**src/rtl/sample_scope_resampler_unit_macros.svh**
```systemverilog
// ============================================================================
// Sample scope resampler assertion macros
// Clocked, reset-qualified property forms used by the top-level unit.
// ============================================================================
`ifndef SAMPLE_SCOPE_RESAMPLER_UNIT_MACROS_SVH
`define SAMPLE_SCOPE_RESAMPLER_UNIT_MACROS_SVH

// Consequent must hold in the same cycle as the antecedent.
`define SSR_ASSERT_IMPL(label, ante, cons, msg) \
    label: assert property (@(posedge clk) disable iff (!rst_n) (ante) |-> (cons)) \
        else $error(msg);

// Consequent must hold in the cycle after the antecedent.
`define SSR_ASSERT_NEXT(label, ante, cons, msg) \
    label: assert property (@(posedge clk) disable iff (!rst_n) (ante) |=> (cons)) \
        else $error(msg);

`endif

```
**src/rtl/ssr_pkg.sv**
```systemverilog
// ============================================================================
// Sample scope resampler package
// Sizes, codes, payload types and control bundles shared by the block.
// ============================================================================
`timescale 1ns / 1ps

package ssr_pkg;

    // Storage sizes (sample depth is a power of two: read addresses wrap)
    localparam int CHANNELS     = 64;
    localparam int SAMPLE_DEPTH = 16384;
    localparam int CHAN_AW      = (CHANNELS > 1) ? $clog2(CHANNELS) : 1;
    localparam int SAMPLE_AW    = $clog2(SAMPLE_DEPTH);

    // Field widths
    localparam int ADDR_W   = 14;
    localparam int WORD_W   = 16;
    localparam int CHAN_W   = 6;
    localparam int PERIOD_W = 16;
    localparam int BYTE_W   = 8;
    localparam int LEN_W    = 15;

    // Position arithmetic
    localparam int FRAC_BITS = 5;
    localparam int POS_W     = 23;
    localparam int INT_W     = POS_W - FRAC_BITS;
    localparam int BOUND_W   = LEN_W + FRAC_BITS;
    localparam int STEP_W    = 18;
    localparam int SUM_W     = POS_W + 1;
    localparam int WSUM_W    = SUM_W + 1;

    localparam logic [STEP_W-1:0] STEP_NUMERATOR = STEP_W'(13696 << 4);
    localparam int DIV_CNT_W = $clog2(STEP_W);

    // Queue between front and back end
    localparam int QUEUE_DEPTH = 2;
    localparam int QUEUE_AW    = (QUEUE_DEPTH > 1) ? $clog2(QUEUE_DEPTH) : 1;

    // Register indexes
    localparam int CFG_IDX_W = 3;
    localparam logic [CFG_IDX_W-1:0] CFG_SAMPLE_LENGTH = 3'd0;
    localparam logic [CFG_IDX_W-1:0] CFG_LOOP_START    = 3'd1;
    localparam logic [CFG_IDX_W-1:0] CFG_LOOP_END      = 3'd2;
    localparam logic [CFG_IDX_W-1:0] CFG_LOOP_ENABLED  = 3'd3;
    localparam logic [CFG_IDX_W-1:0] CFG_WIDE_SAMPLES  = 3'd4;
    localparam logic [CFG_IDX_W-1:0] CFG_SAMPLE_READY  = 3'd5;

    typedef struct packed {
        logic                      func;
        logic [ADDR_W-1:0]         mem_address;
        logic signed [WORD_W-1:0]  mem_word;
        logic [CHAN_W-1:0]         channel;
        logic [PERIOD_W-1:0]       period;
        logic                      first_point;
        logic                      retrigger;
    } in_item_t;

    typedef struct packed {
        logic signed [BYTE_W-1:0]  sample_value;
        logic                      ran_out;
    } out_item_t;

    typedef struct packed {
        logic [LEN_W-1:0] sample_length;
        logic [LEN_W-1:0] loop_start;
        logic [LEN_W-1:0] loop_end;
        logic             loop_enabled;
        logic             wide_samples;
        logic             sample_ready;
    } cfg_t;

    typedef enum logic [2:0] {
        OP_WRITE,
        OP_DROP,
        OP_NO_SAMPLE,
        OP_ZERO_PERIOD,
        OP_POINT
    } op_kind_t;

    typedef struct packed {
        op_kind_t             kind;
        logic [ADDR_W-1:0]    mem_address;
        logic [WORD_W-1:0]    mem_word;
        logic [CHAN_W-1:0]    channel;
        logic [PERIOD_W-1:0]  period;
        logic                 first_point;
        logic                 retrigger;
    } q_entry_t;

    typedef struct packed {
        logic busy;
        logic done;
    } div_status_t;

    typedef struct packed {
        logic                 we;
        logic [CHAN_AW-1:0]   waddr;
        logic [POS_W-1:0]     wdata;
        logic                 re;
        logic [CHAN_AW-1:0]   raddr;
    } pos_ram_req_t;

    typedef struct packed {
        logic                 we;
        logic [SAMPLE_AW-1:0] waddr;
        logic [WORD_W-1:0]    wdata;
        logic                 re;
        logic [SAMPLE_AW-1:0] raddr;
    } smp_ram_req_t;

    typedef enum logic [2:0] {
        BK_IDLE,
        BK_POS,
        BK_DIVIDE,
        BK_SUM,
        BK_WRAP,
        BK_JOIN,
        BK_FINAL,
        BK_EMIT
    } back_state_t;

endpackage

```
**src/rtl/ssr_front.sv**
```systemverilog
// ============================================================================
// Sample scope resampler front end
// Accept input transfers, classify them and hold them in a short queue.
// ============================================================================
`timescale 1ns / 1ps

module ssr_front (
    input  logic               clk,
    input  logic               rst_n,
    input  logic               in_valid,
    output logic               in_stall,
    input  ssr_pkg::in_item_t  in_item,
    input  ssr_pkg::cfg_t      cfg,
    output logic               head_valid,
    output ssr_pkg::q_entry_t  head,
    input  logic               pop
);

    ssr_pkg::q_entry_t               slot_reg [ssr_pkg::QUEUE_DEPTH];
    ssr_pkg::q_entry_t               entry_new;
    logic [ssr_pkg::QUEUE_AW-1:0]    wr_ptr_reg;
    logic [ssr_pkg::QUEUE_AW-1:0]    wr_ptr_next;
    logic [ssr_pkg::QUEUE_AW-1:0]    rd_ptr_reg;
    logic [ssr_pkg::QUEUE_AW-1:0]    rd_ptr_next;
    logic [ssr_pkg::QUEUE_AW:0]      count_reg;
    logic [ssr_pkg::QUEUE_AW:0]      count_next;
    logic                            push;

    // Classify while the configuration is stable
    always_comb
    begin
        entry_new.mem_address = in_item.mem_address;
        entry_new.mem_word    = in_item.mem_word;
        entry_new.channel     = in_item.channel;
        entry_new.period      = in_item.period;
        entry_new.first_point = in_item.first_point;
        entry_new.retrigger   = in_item.retrigger;
        if (!in_item.func)
        begin
            if (32'(in_item.mem_address) >= 32'(ssr_pkg::SAMPLE_DEPTH))
            begin
                entry_new.kind = ssr_pkg::OP_DROP;
            end
            else
            begin
                entry_new.kind = ssr_pkg::OP_WRITE;
            end
        end
        else if (!cfg.sample_ready || (cfg.sample_length == '0)
                 || (32'(in_item.channel) >= 32'(ssr_pkg::CHANNELS)))
        begin
            entry_new.kind = ssr_pkg::OP_NO_SAMPLE;
        end
        else if (in_item.period == '0)
        begin
            entry_new.kind = ssr_pkg::OP_ZERO_PERIOD;
        end
        else
        begin
            entry_new.kind = ssr_pkg::OP_POINT;
        end
    end

    assign in_stall   = (count_reg == (ssr_pkg::QUEUE_AW + 1)'(ssr_pkg::QUEUE_DEPTH));
    assign push       = in_valid && !in_stall;
    assign head_valid = (count_reg != '0);
    assign head       = slot_reg[rd_ptr_reg];

    always_comb
    begin
        wr_ptr_next = push ? wr_ptr_reg + 1'b1 : wr_ptr_reg;
        rd_ptr_next = pop ? rd_ptr_reg + 1'b1 : rd_ptr_reg;
        case ({push, pop})
            2'b10:   count_next = count_reg + 1'b1;
            2'b01:   count_next = count_reg - 1'b1;
            default: count_next = count_reg;
        endcase
    end

    always_ff @(posedge clk or negedge rst_n)
    begin
        if (!rst_n)
        begin
            wr_ptr_reg <= '0;
            rd_ptr_reg <= '0;
            count_reg  <= '0;
        end
        else
        begin
            wr_ptr_reg <= wr_ptr_next;
            rd_ptr_reg <= rd_ptr_next;
            count_reg  <= count_next;
        end
    end

    always_ff @(posedge clk)
    begin
        if (push)
        begin
            slot_reg[wr_ptr_reg] <= entry_new;
        end
    end

endmodule

```
**config.mk**
```make
export PLATFORM = sky130hd
export DESIGN_NAME = ssr_front
export DESIGN_NICKNAME = d
export VERILOG_FILES = /design/src/rtl/sample_scope_resampler_unit_macros.svh /design/src/rtl/ssr_pkg.sv /design/src/rtl/ssr_front.sv
export SDC_FILE = /design/constraint.sdc
export NUM_CORES = 1
export LEC_CHECK = 0
export BUFFER_PORTS_ARGS = -buffer_cell sky130_fd_sc_hd__buf_2
export CORE_MARGIN = 2
export CORE_UTILIZATION = 44
export DETAILED_ROUTE_END_ITERATION = 6
export PLACE_DENSITY = 0.75
export SYNTH_ARGS = -nofsm -noshare
export SYNTH_HDL_FRONTEND = slang
export SYNTH_SLANG_ARGS = --single-unit
```
**constraint.sdc**
```tcl
create_clock -name clk -period 3.4 [get_ports clk]
set_input_delay 0.68 -clock clk [delete_from_list [all_inputs] [get_ports clk]]
set_output_delay 0.68 -clock clk [all_outputs]
set_load 0.05 [all_outputs]
```
======== Word-level counts from Yosys, hierarchy flattened ========
Memories as Yosys holds them, arrays and structs flattened.
Index checks and enable logic that the tools add are counted.
storage, ports and cells
  flip-flop bits (word level) ............. 4
  RAM bits ................................ 114
  bits of input ports ..................... 107
  output and inout bits ................... 59
  word-level logic and storage cells ...... 25
  memories ................................ 1
cells by class
  add/subtract/negate cells ............... 4
  equal/unequal tests ..................... 3
  muxes and demuxes ....................... 6
  reduce and logical (&&, ||, !) cells .... 8
memories
  memory    words  width  rd ports  clocked after Yosys merged registers in  write ports  line             text
  slot_reg  2      57     1         0                                        1            ssr_front.sv:19  ssr_pkg::q_entry_t slot_reg [ssr_pkg::QUEUE_DEPTH];
operators with widths
  kind                                              number
  logical NOT 16 bit                                1
  logical NOT 15 bit                                1
  2-to-1 mux 3 bit                                  3
  == test 2 bit, second input constant              2
  case mux 2 bit (2 select lines)                   1
  nonzero test 2 bit                                2
  adder 1 bit, second input constant                2
  adder 2 x 1 -> 2 bit, second input constant       1
  == test 2 x 1 -> 1 bit, second input constant     1
  logical NOT 1 bit                                 2
  2-to-1 mux 1 bit                                  2
  subtractor 2 x 1 -> 2 bit, second input constant  1
  logical AND 1 bit                                 1
  logical OR 1 bit                                  1

======== Logic depth before layout (Yosys ltp) ========
Gate-level depths: netlist of the first run.
  depth after elaboration ................. 5
  mapped depth ............................ 6
  depth with buffers taken out ............ 6

======== Least setup slack after synthesis of the first run ========
Ideal clock, no wire load.
  kind .................................... input -> register
  start point ............................. input port in_valid
  end point ............................... memory slot_reg[0][0] in the netlist's numbering (enable)
  library setup time ...................... 472 ps
  arrival ................................. 3160 ps
  required time ........................... 2928 ps
  path slack .............................. -232 ps
  stages .................................. 2
  path buffers ............................ 0
  cells stage by stage .................... nand2_1 nor2_1
between the ends
  longest elaborated chain between the ends .. 3
RTL lines
  item                                    line              text
  from (decl)                             ssr_front.sv:10   input logic in_valid,
  logical AND 1 bit                       ssr_front.sv:65   assign push = in_valid && !in_stall;
  2-to-1 mux 1 bit                        ssr_front.sv:98   if (push)
  2-to-1 mux 1 bit (not written as such)  ssr_front.sv:100  slot_reg[wr_ptr_reg] <= entry_new;
  to (decl)                               ssr_front.sv:19
Every way passes these cells.

==> results.md, run 1 <==
GRT:
- The first global-routing pass estimated 12.4 mm of wire.
- The initial antenna violation count came to 0.
- The number of global-route vias before repair was 2574.
- Across every metal layer, demand over resource in global routing totals 0.148.
- The total congestion overflow is 0.
- The largest net degree at the start of global routing is 40.

Clocking:
- The level count of the clock H-tree is 4.
- The quantity of hold-fixing buffers added after cts is 1.
- The clock sink count is 118.
- The clock transition at the registers of the reported paths is 0.05 ns.
- Post-CTS repair changed the size of 0 cells.
- Buffers inserted during clock tree synthesis total 17.
- The post-CTS setup buffer count is 0.
- The CTS tree is done.
- The root buffer cell chosen for the clock tree is clkbuf_8.
- The clock latency at the later pin of the worst-skew pair is 0.49 ns.
- Counting along the longest clock path gives a buffer depth of 2.

Yosys:
- Of the post-synthesis cell area, the dominant cell type holds 0.765.
- The count of flip-flops with a built-in enable after synthesis is 114.
- Among all cell types in the netlist, the one instantiated most often is edfxtp_1.
- When the netlist entered floorplanning its net count stood at 317.
- After synthesis, the most frequently instantiated cells are edfxtp_1, mux2_2, mux2_4.
- The share of the Yosys chip area taken by registers is 0.787.
- The number of distinct library cell variants in the gate-level netlist after synthesis is 21.
- Yosys printed 0 warnings.
- In this run the cell area of the synthesized design comes to 4480 sq um.
- Counting flops and latches in the post-synthesis netlist gives 118.
- By area the synthesized netlist is led by edfxtp_1, mux2_2, mux2_4.
- The average cell area after synthesis is 21.4 sq um.
- Of all cell types, the one taking the most synthesized area is edfxtp_1.
- Synthesis produced 209 cells.
- Counting flops with an async set or reset pin after synthesis yields a share of 0.0339.
- The most used flip-flop cell after synthesis is edfxtp_1.

Timing:
- The final setup slack of the worst path is 0.820 ns.
- The worst pin sits at a relative slew slack of 0.480.
- Setup repair after global routing left no endpoint under its margin.
- The final number of max-transition violations is 0.
- The transition at the pin with the smallest max-transition slack is 0.779 ns.
- The final clock skew is 0.00492 ns.
- Derived from the worst setup path, the maximum achievable clock frequency is 388 MHz.
- Setup violations remaining at the end of the flow were counted as 0.
- The number of hold violations in the final report is 0.
- Of the available clock period, the critical path in the final layout requires 0.759.
- For the final routed database, the setup TNS stands at 0 ns.
- The final critical path time including I/O delays and setup is 2.58 ns.

Route:
- The DRC violation count after routing is 0.
- Using the TritonRoute via totals, the vias-per-cell ratio works out to 4.73.
- The first routing iteration left 81 violations.
- In the final routed layout, each cell accounts on average for 15.4 um.
- Detailed routing inserted a total of 2391 vias.
- The remaining number of nets flagged by the antenna check after routing is 0.
- The first detailed-routing pass ran for 4 iterations.
- The overall routed net length is 7.79 mm.

Worst setup path:
- The worst setup path is launched from a register.
- At the worst endpoint, the required time is 2.72 ns.
- In this run the worst path has a maximum fanout of 35.
- The type of element capturing the critical path is a primary output.
- The setup slack on the worst flop-to-flop path is 1.40 ns.
- The path type of the worst setup path is reg2out.
- For the worst setup path, the data arrival time is 1.90 ns.

Floorplanning:
- The total core area is 9820 sq um.
- Measured along the y axis, the die boundary spans 105 um.
- The number of standard-cell rows in the floorplan is 36.
- In this run the count of I/O pins placed on the die edge is 166.
- The die is 105 um wide.
- The floorplan die area is 11000 sq um.
- The starting density of the core is 0.456.

Finish:
- Of the cells placed in the final design, the portion with a size suffix greater than 1 is 0.609.
- The area overhead of the layout relative to synthesis is 31.6%.
- The repair_antennas step left the layout with diodes totalling 0.
- The flip-flop count of the largest register after layout is 114.
- The final standard cell count with taps included and fillers excluded is 506.
- For this run, the post-layout net count is 469.

Power:
- The reported leakage power is 2.32 nW.
- The ratio of total power to cell area is 1050 nW/um^2.
- The highest ir drop seen on vdd is 606 uV.

Placement:
- Summed over all nets, the half-perimeter wirelength after detailed placement is 5.24 mm.
- The cell count after placement is 474.
- OpenSTA, run right after detailed placement, puts the worst setup slack at 1.18 ns.
- Buffers placed on the I/O ports in this run total 133.
- Routability-driven placement finished with a final weighted congestion of 0.713.

Flow run:
- The tool flagged a number of max-cap violations equal to 0.

Min path:
- The tightest min-delay check is of the in2reg type.

Run status:
- The flow ran to the end, and the final reports show no timing, DRC or antenna violations.
-- layer usage --
layer / track usage / vias up / share of wire
met1: 0.167 / 1153 / 0.40
met4: 0.0505 / 0 / 0.0059
met5: 0 / - / 0
met3: 0.0624 / 4 / 0.072
li1: - / 1133 / -
met2: 0.254 / 101 / 0.52
-- stage by stage --
stage / hold slack [ns] / total power [mW] / instance area (sq um) / util
finish: 0.373 / 6.16 / 5890 / 0.600
global route: 0.341 / 6.42 / 5890 / 0.600
CTS: 0.346 / 6.24 / 5890 / 0.600
detailed placement: 0.490 / 4.56 / 5320 / 0.542
global placement: 0.471 / 4.52 / 5320 / 0.542
floorplan: 0.384 / 4.07 / 4480 / -
-- path summary, 6_finish.rpt --
check | start | endpoint | cells after the start
min in group asynchronous | rst_n | count_reg[1] | 2
min reg2reg | count_reg[1] | count_reg[1] | 1
max in group asynchronous | rst_n | rd_ptr_reg | 2
min | in_item[40] | slot_reg[0][40] | 1
max reg2reg | count_reg[0] | slot_reg[1][2] | 3
max | rd_ptr_reg | head[12] | 3
-- layout make-up --
| type | count | area, sq um |
|---|---|---|
| clock inverters | 11 | 134 |
| repair buffers | 139 | 726 |
| multi-input cells | 83 | 905 |
| well taps | 133 | 166 |
| fillers | 795 | 3930 |
| clock buffers | 20 | 425 |
| inverters | 2 | 7.51 |
| flip-flops and latches | 118 | 3520 |
-- critical path: stages (launching register included) --
cell and delay, ns:
dfrtp_2 0.35, buf_4 0.42, mux2_2 0.39, buf_2 0.21
-- where the power goes --
group / switching (mW) / internal [mW] / leakage [nW]
combinational: 1.71 / 0.706 / 0.938
sequential: 0.0871 / 1.99 / 1.11
clock: 0.565 / 1.10 / 0.272
-- cell families after synthesis --
logic type / Yosys count / share of synthesized area
compound gates: 1 / 0.00140
xor+xnor: 5 / 0.00979
fa+ha+maj: 1 / 0.00280
buf+inv: 8 / 0.0126
flops: 118 / 0.787
mux: 57 / 0.160
simple gates: 19 / 0.0260
-- layout by cell type (no fill, tap or decap), types with 2 or more instances in the layout --
| cell | synthesis | final |
|---|---|---|
| nor4_1 | 7 | 7 |
| clkbuf_16 | 0 | 16 |
| mux2_4 | 20 | 20 |
| xnor2_1 | 3 | 3 |
| mux2_2 | 37 | 37 |
| edfxtp_1 | 114 | 114 |
| xor2_1 | 2 | 2 |
| bufinv_16 | 0 | 3 |
| clkbuf_1 | 0 | 3 |
| nand4_1 | 2 | 2 |
| buf_2 | 3 | 133 |
| dfrtp_1 | 4 | 3 |
| buf_4 | 0 | 4 |
| inv_1 | 2 | 2 |
| clkinvlp_4 | 0 | 2 |
| nand2_1 | 2 | 2 |
| clkinv_2 | 0 | 5 |
No activity file was read; power rests on OpenSTA's default activity.
==> run 2: changes to the inputs <==
--- a/config.mk
+++ b/config.mk
@@ -5,6 +5,7 @@
 export SDC_FILE = /design/constraint.sdc
 export NUM_CORES = 1
 export LEC_CHECK = 0
+export ABC_AREA = 1
 export BUFFER_PORTS_ARGS = -buffer_cell sky130_fd_sc_hd__buf_2
 export CORE_MARGIN = 2
 export CORE_UTILIZATION = 44
==> constraint.sdc (replaced) <==
create_clock -name clk -period 2.3 [get_ports clk]
set_input_delay 0.46 -clock clk [delete_from_list [all_inputs] [get_ports clk]]
set_output_delay 0.46 -clock clk [all_outputs]
set_load 0.05 [all_outputs]
==> run 2 against run 1 <==
  * Register-to-register slack got worse by 0.71 ns
  * Critical endpoint is now head[50]
  * Wire length increased by 1.5%
  * Combinational power up 51%
  * Final area grew 0.32%
  * Via count grew 4.5%
  * Highest routed layer unchanged
  * Critical path depth did not move
==> results.md, run 2 <==
Yosys:
- The most common cell in the synthesized netlist is edfxtp_1.
- In this run the mean area of a mapped cell was 19.5 sq um.
- In this run, synthesis inferred 114 flip-flops with an integrated enable.
- After technology mapping, the gate count stands at 232.
- By count the netlist is led by edfxtp_1, mux2_2, nor2_1.
- After synthesis, the share of flip-flops with an asynchronous set or reset is 0.0339.
- Counting every net in the synthesized netlist gives 340.
- Of all cell types, the one taking the most synthesized area is edfxtp_1.
- The register bit count reported by yosys is 118.
- The number of warnings issued by yosys is 0.
- The share of Yosys cell area claimed by the top area cell type is 0.757.
- Sorting the synthesized cells by area gives the leading types as edfxtp_1, mux2_2, mux2_4.
- The total standard cell area after synthesis is 4520 sq um.
- Of the synthesized area, sequential elements account for 0.779.
- For this run, the leading register cell type out of synthesis is edfxtp_1.
- The number of different library cells used by synthesis comes to 18.

Worst setup path:
- The worst-path cell with the longest stage delay is dfrtp_4.
- Along the worst path, the maximum fanout reaches 26.
- The setup slack on the worst flop-to-flop path is 0.69 ns.
- Walking the worst path, the cells encountered are buf_12 > mux2_2 > buf_2.
- The worst setup path is of the reg2out kind.
- The critical path contains buffers and inverters numbering 2 combined.
- The type of origin of the critical path is a register.
- In this run the critical register-to-register path is launched from count_reg[0].
- The cell class contributing the biggest share of worst-path delay is flip-flops.
- STA classifies the critical path endpoint as a primary output.
- The length in cells of the worst reg-to-reg path is 5.
- The arrival time at the worst endpoint is 1.76 ns.
- The reg-to-reg endpoint is count_reg[1].
- On the worst path, the slowest cell contributes a delay of 0.46 ns.
- For the worst setup path, the data required time is 1.84 ns.

Clocking:
- Clock tree synthesis inserted a total of 17 buffers.
- For the worst-skew pair, the clock arrives at the later sink with an insertion delay of 0.50 ns.
- The clock root buffer is clkbuf_8.
- TritonCTS built the clock tree.
- The level count of the clock H-tree is 4.
- The clock transition at the registers of the reported paths is 0.05 ns.
- Counting along the longest clock path gives a buffer depth of 2.
- The clock sink count is 118.

Route:
- The overall routed net length is 7.91 mm.
- Once detail routing completed, the nets flagged for antenna violations numbered 0.
- The DRC violation count after routing is 0.
- The total via count after detailed routing is 2499.
- The first-pass iteration count of the detailed router is 4.
- The detailed router finished its first iteration with 95 violations.
- Dividing the detail-routed via count by the number of cells gives 4.69.
- After detailed routing, the average wire length per cell comes to 14.8 um.

Floorplanning:
- 166 I/O pins were placed.
- The number of standard-cell rows in the floorplan is 37.
- The die boundary height is 105 um.
- The die covers 11100 sq um.
- The die is 105 um wide.
- The initial utilization of the core area, before any placement, comes to 0.446.
- The total core area is 10100 sq um.

Timing:
- For this run, the top clock speed supported by timing is 450 MHz.
- The smallest clock period supported by the final layout is computed as 2.22 ns.
- The final setup slack of the worst path is 0.0783 ns.
- Between clock sinks in the finished design, the worst skew comes to 0.00622 ns.
- The final critical-path share of the clock period is 0.966.
- The worst max-slew margin expressed relative to the limit is 0.708.
- After routing, the total negative slack on setup checks comes to 0 ns.
- Setup repair after global routing left no endpoint under its margin.
- Setup violations remaining at the end of the flow were counted as 0.
- The number of hold violations in the final report was 0.
- The final number of max-transition violations is 0.
- The minimum hold slack is 0.150 ns.
- For the pin with the worst max-slew slack, the measured transition is 0.438 ns.

Power:
- The total design power is 8.90 mW.
- Summed over all cells, the static leakage comes to 2.34 nW.
- The ratio of total power to cell area is 1510 nW/um^2.
- The highest ir drop seen on vdd is 679 uV.

Finish:
- For this run, the post-layout net count is 494.
- The share of cells above drive strength 1 is 0.559.
- The area overhead of the layout relative to synthesis is 30.6%.
- In the layout the commonest cells are buf_2, edfxtp_1, mux2_2.
- The flip-flop count of the largest register after layout is 114.
- The repair_antennas step left the layout with diodes totalling 0.
- Leaving out fill and tap cells, the most frequent cell in the layout is buf_2.
- The final cell utilization of the core is 0.583.

Flow run:
- The count of max-cap constraint violations is 0.

GRT:
- The number of global-route vias before repair is 2596.
- The first global-routing pass estimated 12.3 mm of wire.
- The overall global routing resource usage is 0.150.
- The largest net degree at the start of global routing is 31.
- The initial antenna violation count is 0.
- The total overflow left after global routing is 0.

Placement:
- Routability-driven placement finished with a final weighted congestion of 0.694.
- Before CTS, the worst setup slack after placement is 0.397 ns.
- Detailed placement ended at an HPWL of 5.35 mm.
- The port buffer count is 133.

Min path:
- The start point of the worst hold path is in_item[39].
- The tightest min-delay check is of the in2reg type.
- The worst-case hold path end point is slot_reg[0][39].
- The number of stages on the worst hold path is 1.

Run status:
- The flow ran to the end, and the final reports show no timing, DRC or antenna violations.
-- run 2: worst max-delay path by stage --
stage	from	end	cells past startpoint
after CTS	rd_ptr_reg	head[50]	3
after detailed placement	rd_ptr_reg	head[50]	3
after floorplan	count_reg[1]	slot_reg[0][0]	3
final	rd_ptr_reg	head[50]	3
after global routing	rd_ptr_reg	head[50]	3
after global placement	rd_ptr_reg	head[3]	3
-- run 2: kinds of logic (layout without fill, tap and decap cells) --
family | Yosys count | in the layout | share of synthesized area
flops | 118 | 118 | 0.779
mux | 57 | 57 | 0.159
simple gates | 38 | 38 | 0.0326
buf+inv | 11 | 176 | 0.0149
xor+xnor | 4 | 4 | 0.00775
compound gates | 3 | 3 | 0.00415
fa+ha+maj | 1 | 1 | 0.00277
-- run 2: what timing repair did --
item / CTS / global route
hold buffers: 1 / 0
endpoints found under the hold margin: 4 / 0
setup buffers: 1 / 0
setup endpoints to repair: 47 / 0
resized for setup: 1 / 0
-- run 2: metal layers --
metal	vias up	wire (um)	GRT usage
li1	1193	-	-
met1	1201	3250	0.171
met2	98	4030	0.248
met3	7	562	0.0612
met4	0	66	0.0619
met5	-	0	0
-- run 2: cell type report --
| cell class | count | area [sq um] |
|---|---|---|
| Tap cell | 136 | 170 |
| Multi-Input combinational cell | 103 | 946 |
| Timing Repair Buffer | 141 | 753 |
| Fill cell | 810 | 4230 |
| Inverter | 5 | 18.8 |
| Clock inverter | 9 | 62.6 |
| Sequential cell | 118 | 3530 |
| Clock buffer | 21 | 429 |
-- run 2: power by group --
part	switching (mW)	total, mW	internal, mW
registers	0.139	3.09	2.95
clock network	0.790	2.18	1.39
logic	2.55	3.63	1.09
total	3.47	8.90	5.42
-- run 2: stage by stage --
| step | area, sq um | cells |
|---|---|---|
| 2_1_floorplan | 4530 | 232 |
| 3_3_place_gp | 5400 | 501 |
| 3_5_place_dp | 5400 | 501 |
| 4_1_cts | 5910 | 533 |
| 5_1_grt | 5910 | 533 |
| 6_report | 5910 | 533 |
==> run 3: changes to the inputs <==
--- a/config.mk
+++ b/config.mk
@@ -8,9 +8,10 @@
 export ABC_AREA = 1
 export BUFFER_PORTS_ARGS = -buffer_cell sky130_fd_sc_hd__buf_2
 export CORE_MARGIN = 2
-export CORE_UTILIZATION = 44
+export CORE_UTILIZATION = 53
 export DETAILED_ROUTE_END_ITERATION = 6
-export PLACE_DENSITY = 0.75
+export PLACE_DENSITY = 0.92
+export SLEW_MARGIN = 20
 export SYNTH_ARGS = -nofsm -noshare
 export SYNTH_HDL_FRONTEND = slang
 export SYNTH_SLANG_ARGS = --single-unit
==> constraint.sdc (replaced) <==
create_clock -name clk -period 2.6 [get_ports clk]
set_input_delay 0.52 -clock clk [delete_from_list [all_inputs] [get_ports clk]]
set_output_delay 0.52 -clock clk [all_outputs]
set_load 0.05 [all_outputs]
==> run 3 against run 2 <==
  * Count of clock-buffer cells in the layout down 3
  * Register-to-register slack improved by 0.24 ns
  * Critical endpoint is now head[38]
  * Highest routed layer unchanged
  * Clock skew fell by 0.0015 ns
  * Total power fell by 8.8%
  * Combinational power fell by 13%
  * Setup slack better by 0.10 ns
  * Die area shrank 16%
  * Final area increased by 0.21%
  * Sequential power fell by 12%
  * Via count hardly changed
==> results.md, run 3 (synthesized netlist as in run 2, its figures left out) <==
Clocking:
- The level count of the clock H-tree is 4.
- The total of cells resized after clock tree synthesis is 0.
- The clock reaches the later pin of the worst-skew pair after 0.49 ns.
- The clock sink count is 118.
- Buffers inserted during clock tree synthesis total 17.
- The quantity of hold-fixing buffers added after cts is 1.
- TritonCTS built the clock tree.
- After clock tree synthesis, the setup repair step added 0 buffers.
- The clock transition at the registers of the reported paths is 0.05 ns.
- The clock root buffer is clkbuf_8.
- The clock passes through at most 2 buffers.

Worst setup path:
- STA classifies the critical path startpoint as a register.
- The length in cells of the worst reg-to-reg path is 5.
- In this run the critical register-to-register path is captured at count_reg[1].
- In this run the critical register-to-register path is launched from count_reg[0].
- The setup path with the least slack is of type reg2out.
- The setup slack on the worst flop-to-flop path is 0.93 ns.
- The arrival time at the worst endpoint is 1.90 ns.
- The type of element capturing the critical path is a primary output.
- At the worst endpoint, the required time is 2.08 ns.
- Following the worst setup path forward leads to its endpoint at head[38].
- Along the worst path, the maximum fanout reaches 34.
- The most critical setup path has its startpoint at rd_ptr_reg.

Run status:
- The flow ran to the end, and the final reports show no timing, DRC or antenna violations.

Finish:
- The library cells used most frequently in the layout, excluding fill and tap cells, are buf_2, edfxtp_1, mux2_2.
- The area overhead of the layout relative to synthesis is 30.9%.
- Leaving out fill and tap cells, the most frequent cell in the layout is buf_2.
- For this run, the share of the core covered by cells in the final layout is 0.717.
- Of the cells placed in the final design, the portion with a size suffix greater than 1 is 0.575.
- The flip-flop count of the largest register after layout is 114.
- The finished layout holds 503 standard cells, fillers aside.
- The net count of the finished layout is 493.
- 0 antenna diodes ended up in the layout.

Route:
- Dividing the detail-routed wire length by the instance count gives 16.2 um.
- The first TritonRoute pass finished after 4 iterations.
- In this run, the number of DRC markers left after iteration 0 of detailed routing was 114.
- The DRC violation count after routing is 0.
- In this run the remaining antenna-violating nets after routing total 0.
- The routed layout has 2498 vias.
- The overall routed net length is 8.16 mm.
- Dividing the detail-routed via count by the number of cells gives 4.97.

Timing:
- The setup TNS is 0 ns.
- The minimum hold slack is 0.212 ns.
- Static timing analysis puts the maximum clock frequency at 413 MHz.
- On the final layout, the worst clock skew is 0.00467 ns.
- The worst max-slew margin expressed relative to the limit is 0.664.
- The smallest clock period supported by the final layout is computed as 2.42 ns.
- Setup repair after global routing left no endpoint under its margin.
- For the pin with the worst max-slew slack, the measured transition is 0.504 ns.
- The final number of max-transition violations is 0.
- In the finished design, the share of the clock period the worst path needs comes to 0.931.
- The number of hold violations in the final report is 0.
- Setup violations remaining at the end of the flow were counted as 0.

Floorplanning:
- The width of the die is 96.4 um.
- The floorplan step defined a die boundary enclosing 9290 sq um.
- The region available for standard cell placement spans 8260 sq um.
- The starting density of the core is 0.548.
- The number of standard-cell rows in the floorplan is 33.
- The number of ports placed on the die boundary is 166.
- The die boundary height is 96.4 um.

Power:
- The design draws 8.12 mW.
- The reported leakage power is 2.36 nW.
- Power spread over the standard cell area amounts to 1370 nW/um^2.
- The highest ir drop seen on vdd is 871 uV.
- The power dissipated by switching net loads is 3.15 mW.
- Cell internal power was estimated by the tool at 4.97 mW.
- Of the total power, registers draw 0.336.
- Of the total power, the share spent switching nets is 0.388.
- The share of power burned in the clock network is 0.274.
- The combinational group share of total power is 0.390.

Min path:
- The type of the most critical hold path is in2reg.

Placement:
- The congestion estimate from routability-driven global placement came to 0.702.
- The port buffer count is 133.
- Once detailed placement completed, the half-perimeter wirelength came to 5.57 mm.
- The number of placed instances, taps included, is 470.

Flow run:
- Max-cap violations in this run came to 0.

GRT:
- The initial antenna violation count is 0.
- The largest net degree at the start of global routing is 38.
- The total congestion overflow is 0.
- The first global-routing pass estimated 12.1 mm of wire.
- The overall global routing resource usage is 0.183.
- The number of global-route vias before repair is 2564.
## run 3: cell count changes in the layout (fill, tap and decap cells not counted), moves of 2 or more
| cell | delta |
|---|---|
| clkinv_4 | +3 |
| buf_12 | -2 |
| clkinv_1 | -3 |
| clkbuf_1 | -3 |
| clkinvlp_4 | +3 |
| bufinv_16 | +2 |
## run 3: power groups by stage
stage	combinational, mW	clock (mW)	sequential [mW]
finish	3.17	2.23	2.72
global route	3.34	2.36	2.76
CTS	3.21	2.26	2.73
detailed placement	3.19	0	2.76
global placement	3.16	0	2.73
floorplan	2.58	0	2.75
## run 3: how the worst min path moves through the flow
| stage | to | depth (start not counted) | from |
|---|---|---|---|
| after floorplan | count_reg[0] | 0 | rst_n |
| after global placement | count_reg[0] | 1 | rst_n |
| after detailed placement | count_reg[0] | 1 | rst_n |
| after CTS | slot_reg[0][39] | 1 | in_item[39] |
| after global routing | slot_reg[0][39] | 1 | in_item[39] |
| final | slot_reg[1][31] | 1 | in_item[31] |
## run 3: critical path, stage by stage (launching register included)
cell and delay, ns:
dfrtp_2 0.35, buf_4 0.42, mux2_2 0.42, buf_2 0.22
## run 3: per-layer routing
layer | track usage | up-vias | wire (um)
met5 | 0 | - | 0
met4 | 0.0739 | 0 | 58
met3 | 0.0666 | 6 | 536
met2 | 0.326 | 100 | 4480
met1 | 0.197 | 1202 | 3080
li1 | - | 1190 | -
## run 3: cell type report
type	instances	area, sq um
Clock buffer	18	418
Clock inverter	14	160
Fill cell	571	2340
Inverter	5	18.8
Multi-Input combinational cell	103	946
Sequential cell	118	3520
Tap cell	105	131
Timing Repair Buffer	140	721
## run 3: through the flow
| step | cell area, sq um | setup WS, ns |
|---|---|---|
| 4_1_cts | 5920 | 0.132 |
| 2_1_floorplan | 4520 | -0.859 |
| 3_3_place_gp | 5330 | 0.674 |
| 3_5_place_dp | 5330 | 0.672 |
| 6_report | 5920 | 0.179 |
| 5_1_grt | 5920 | 0.0892 |
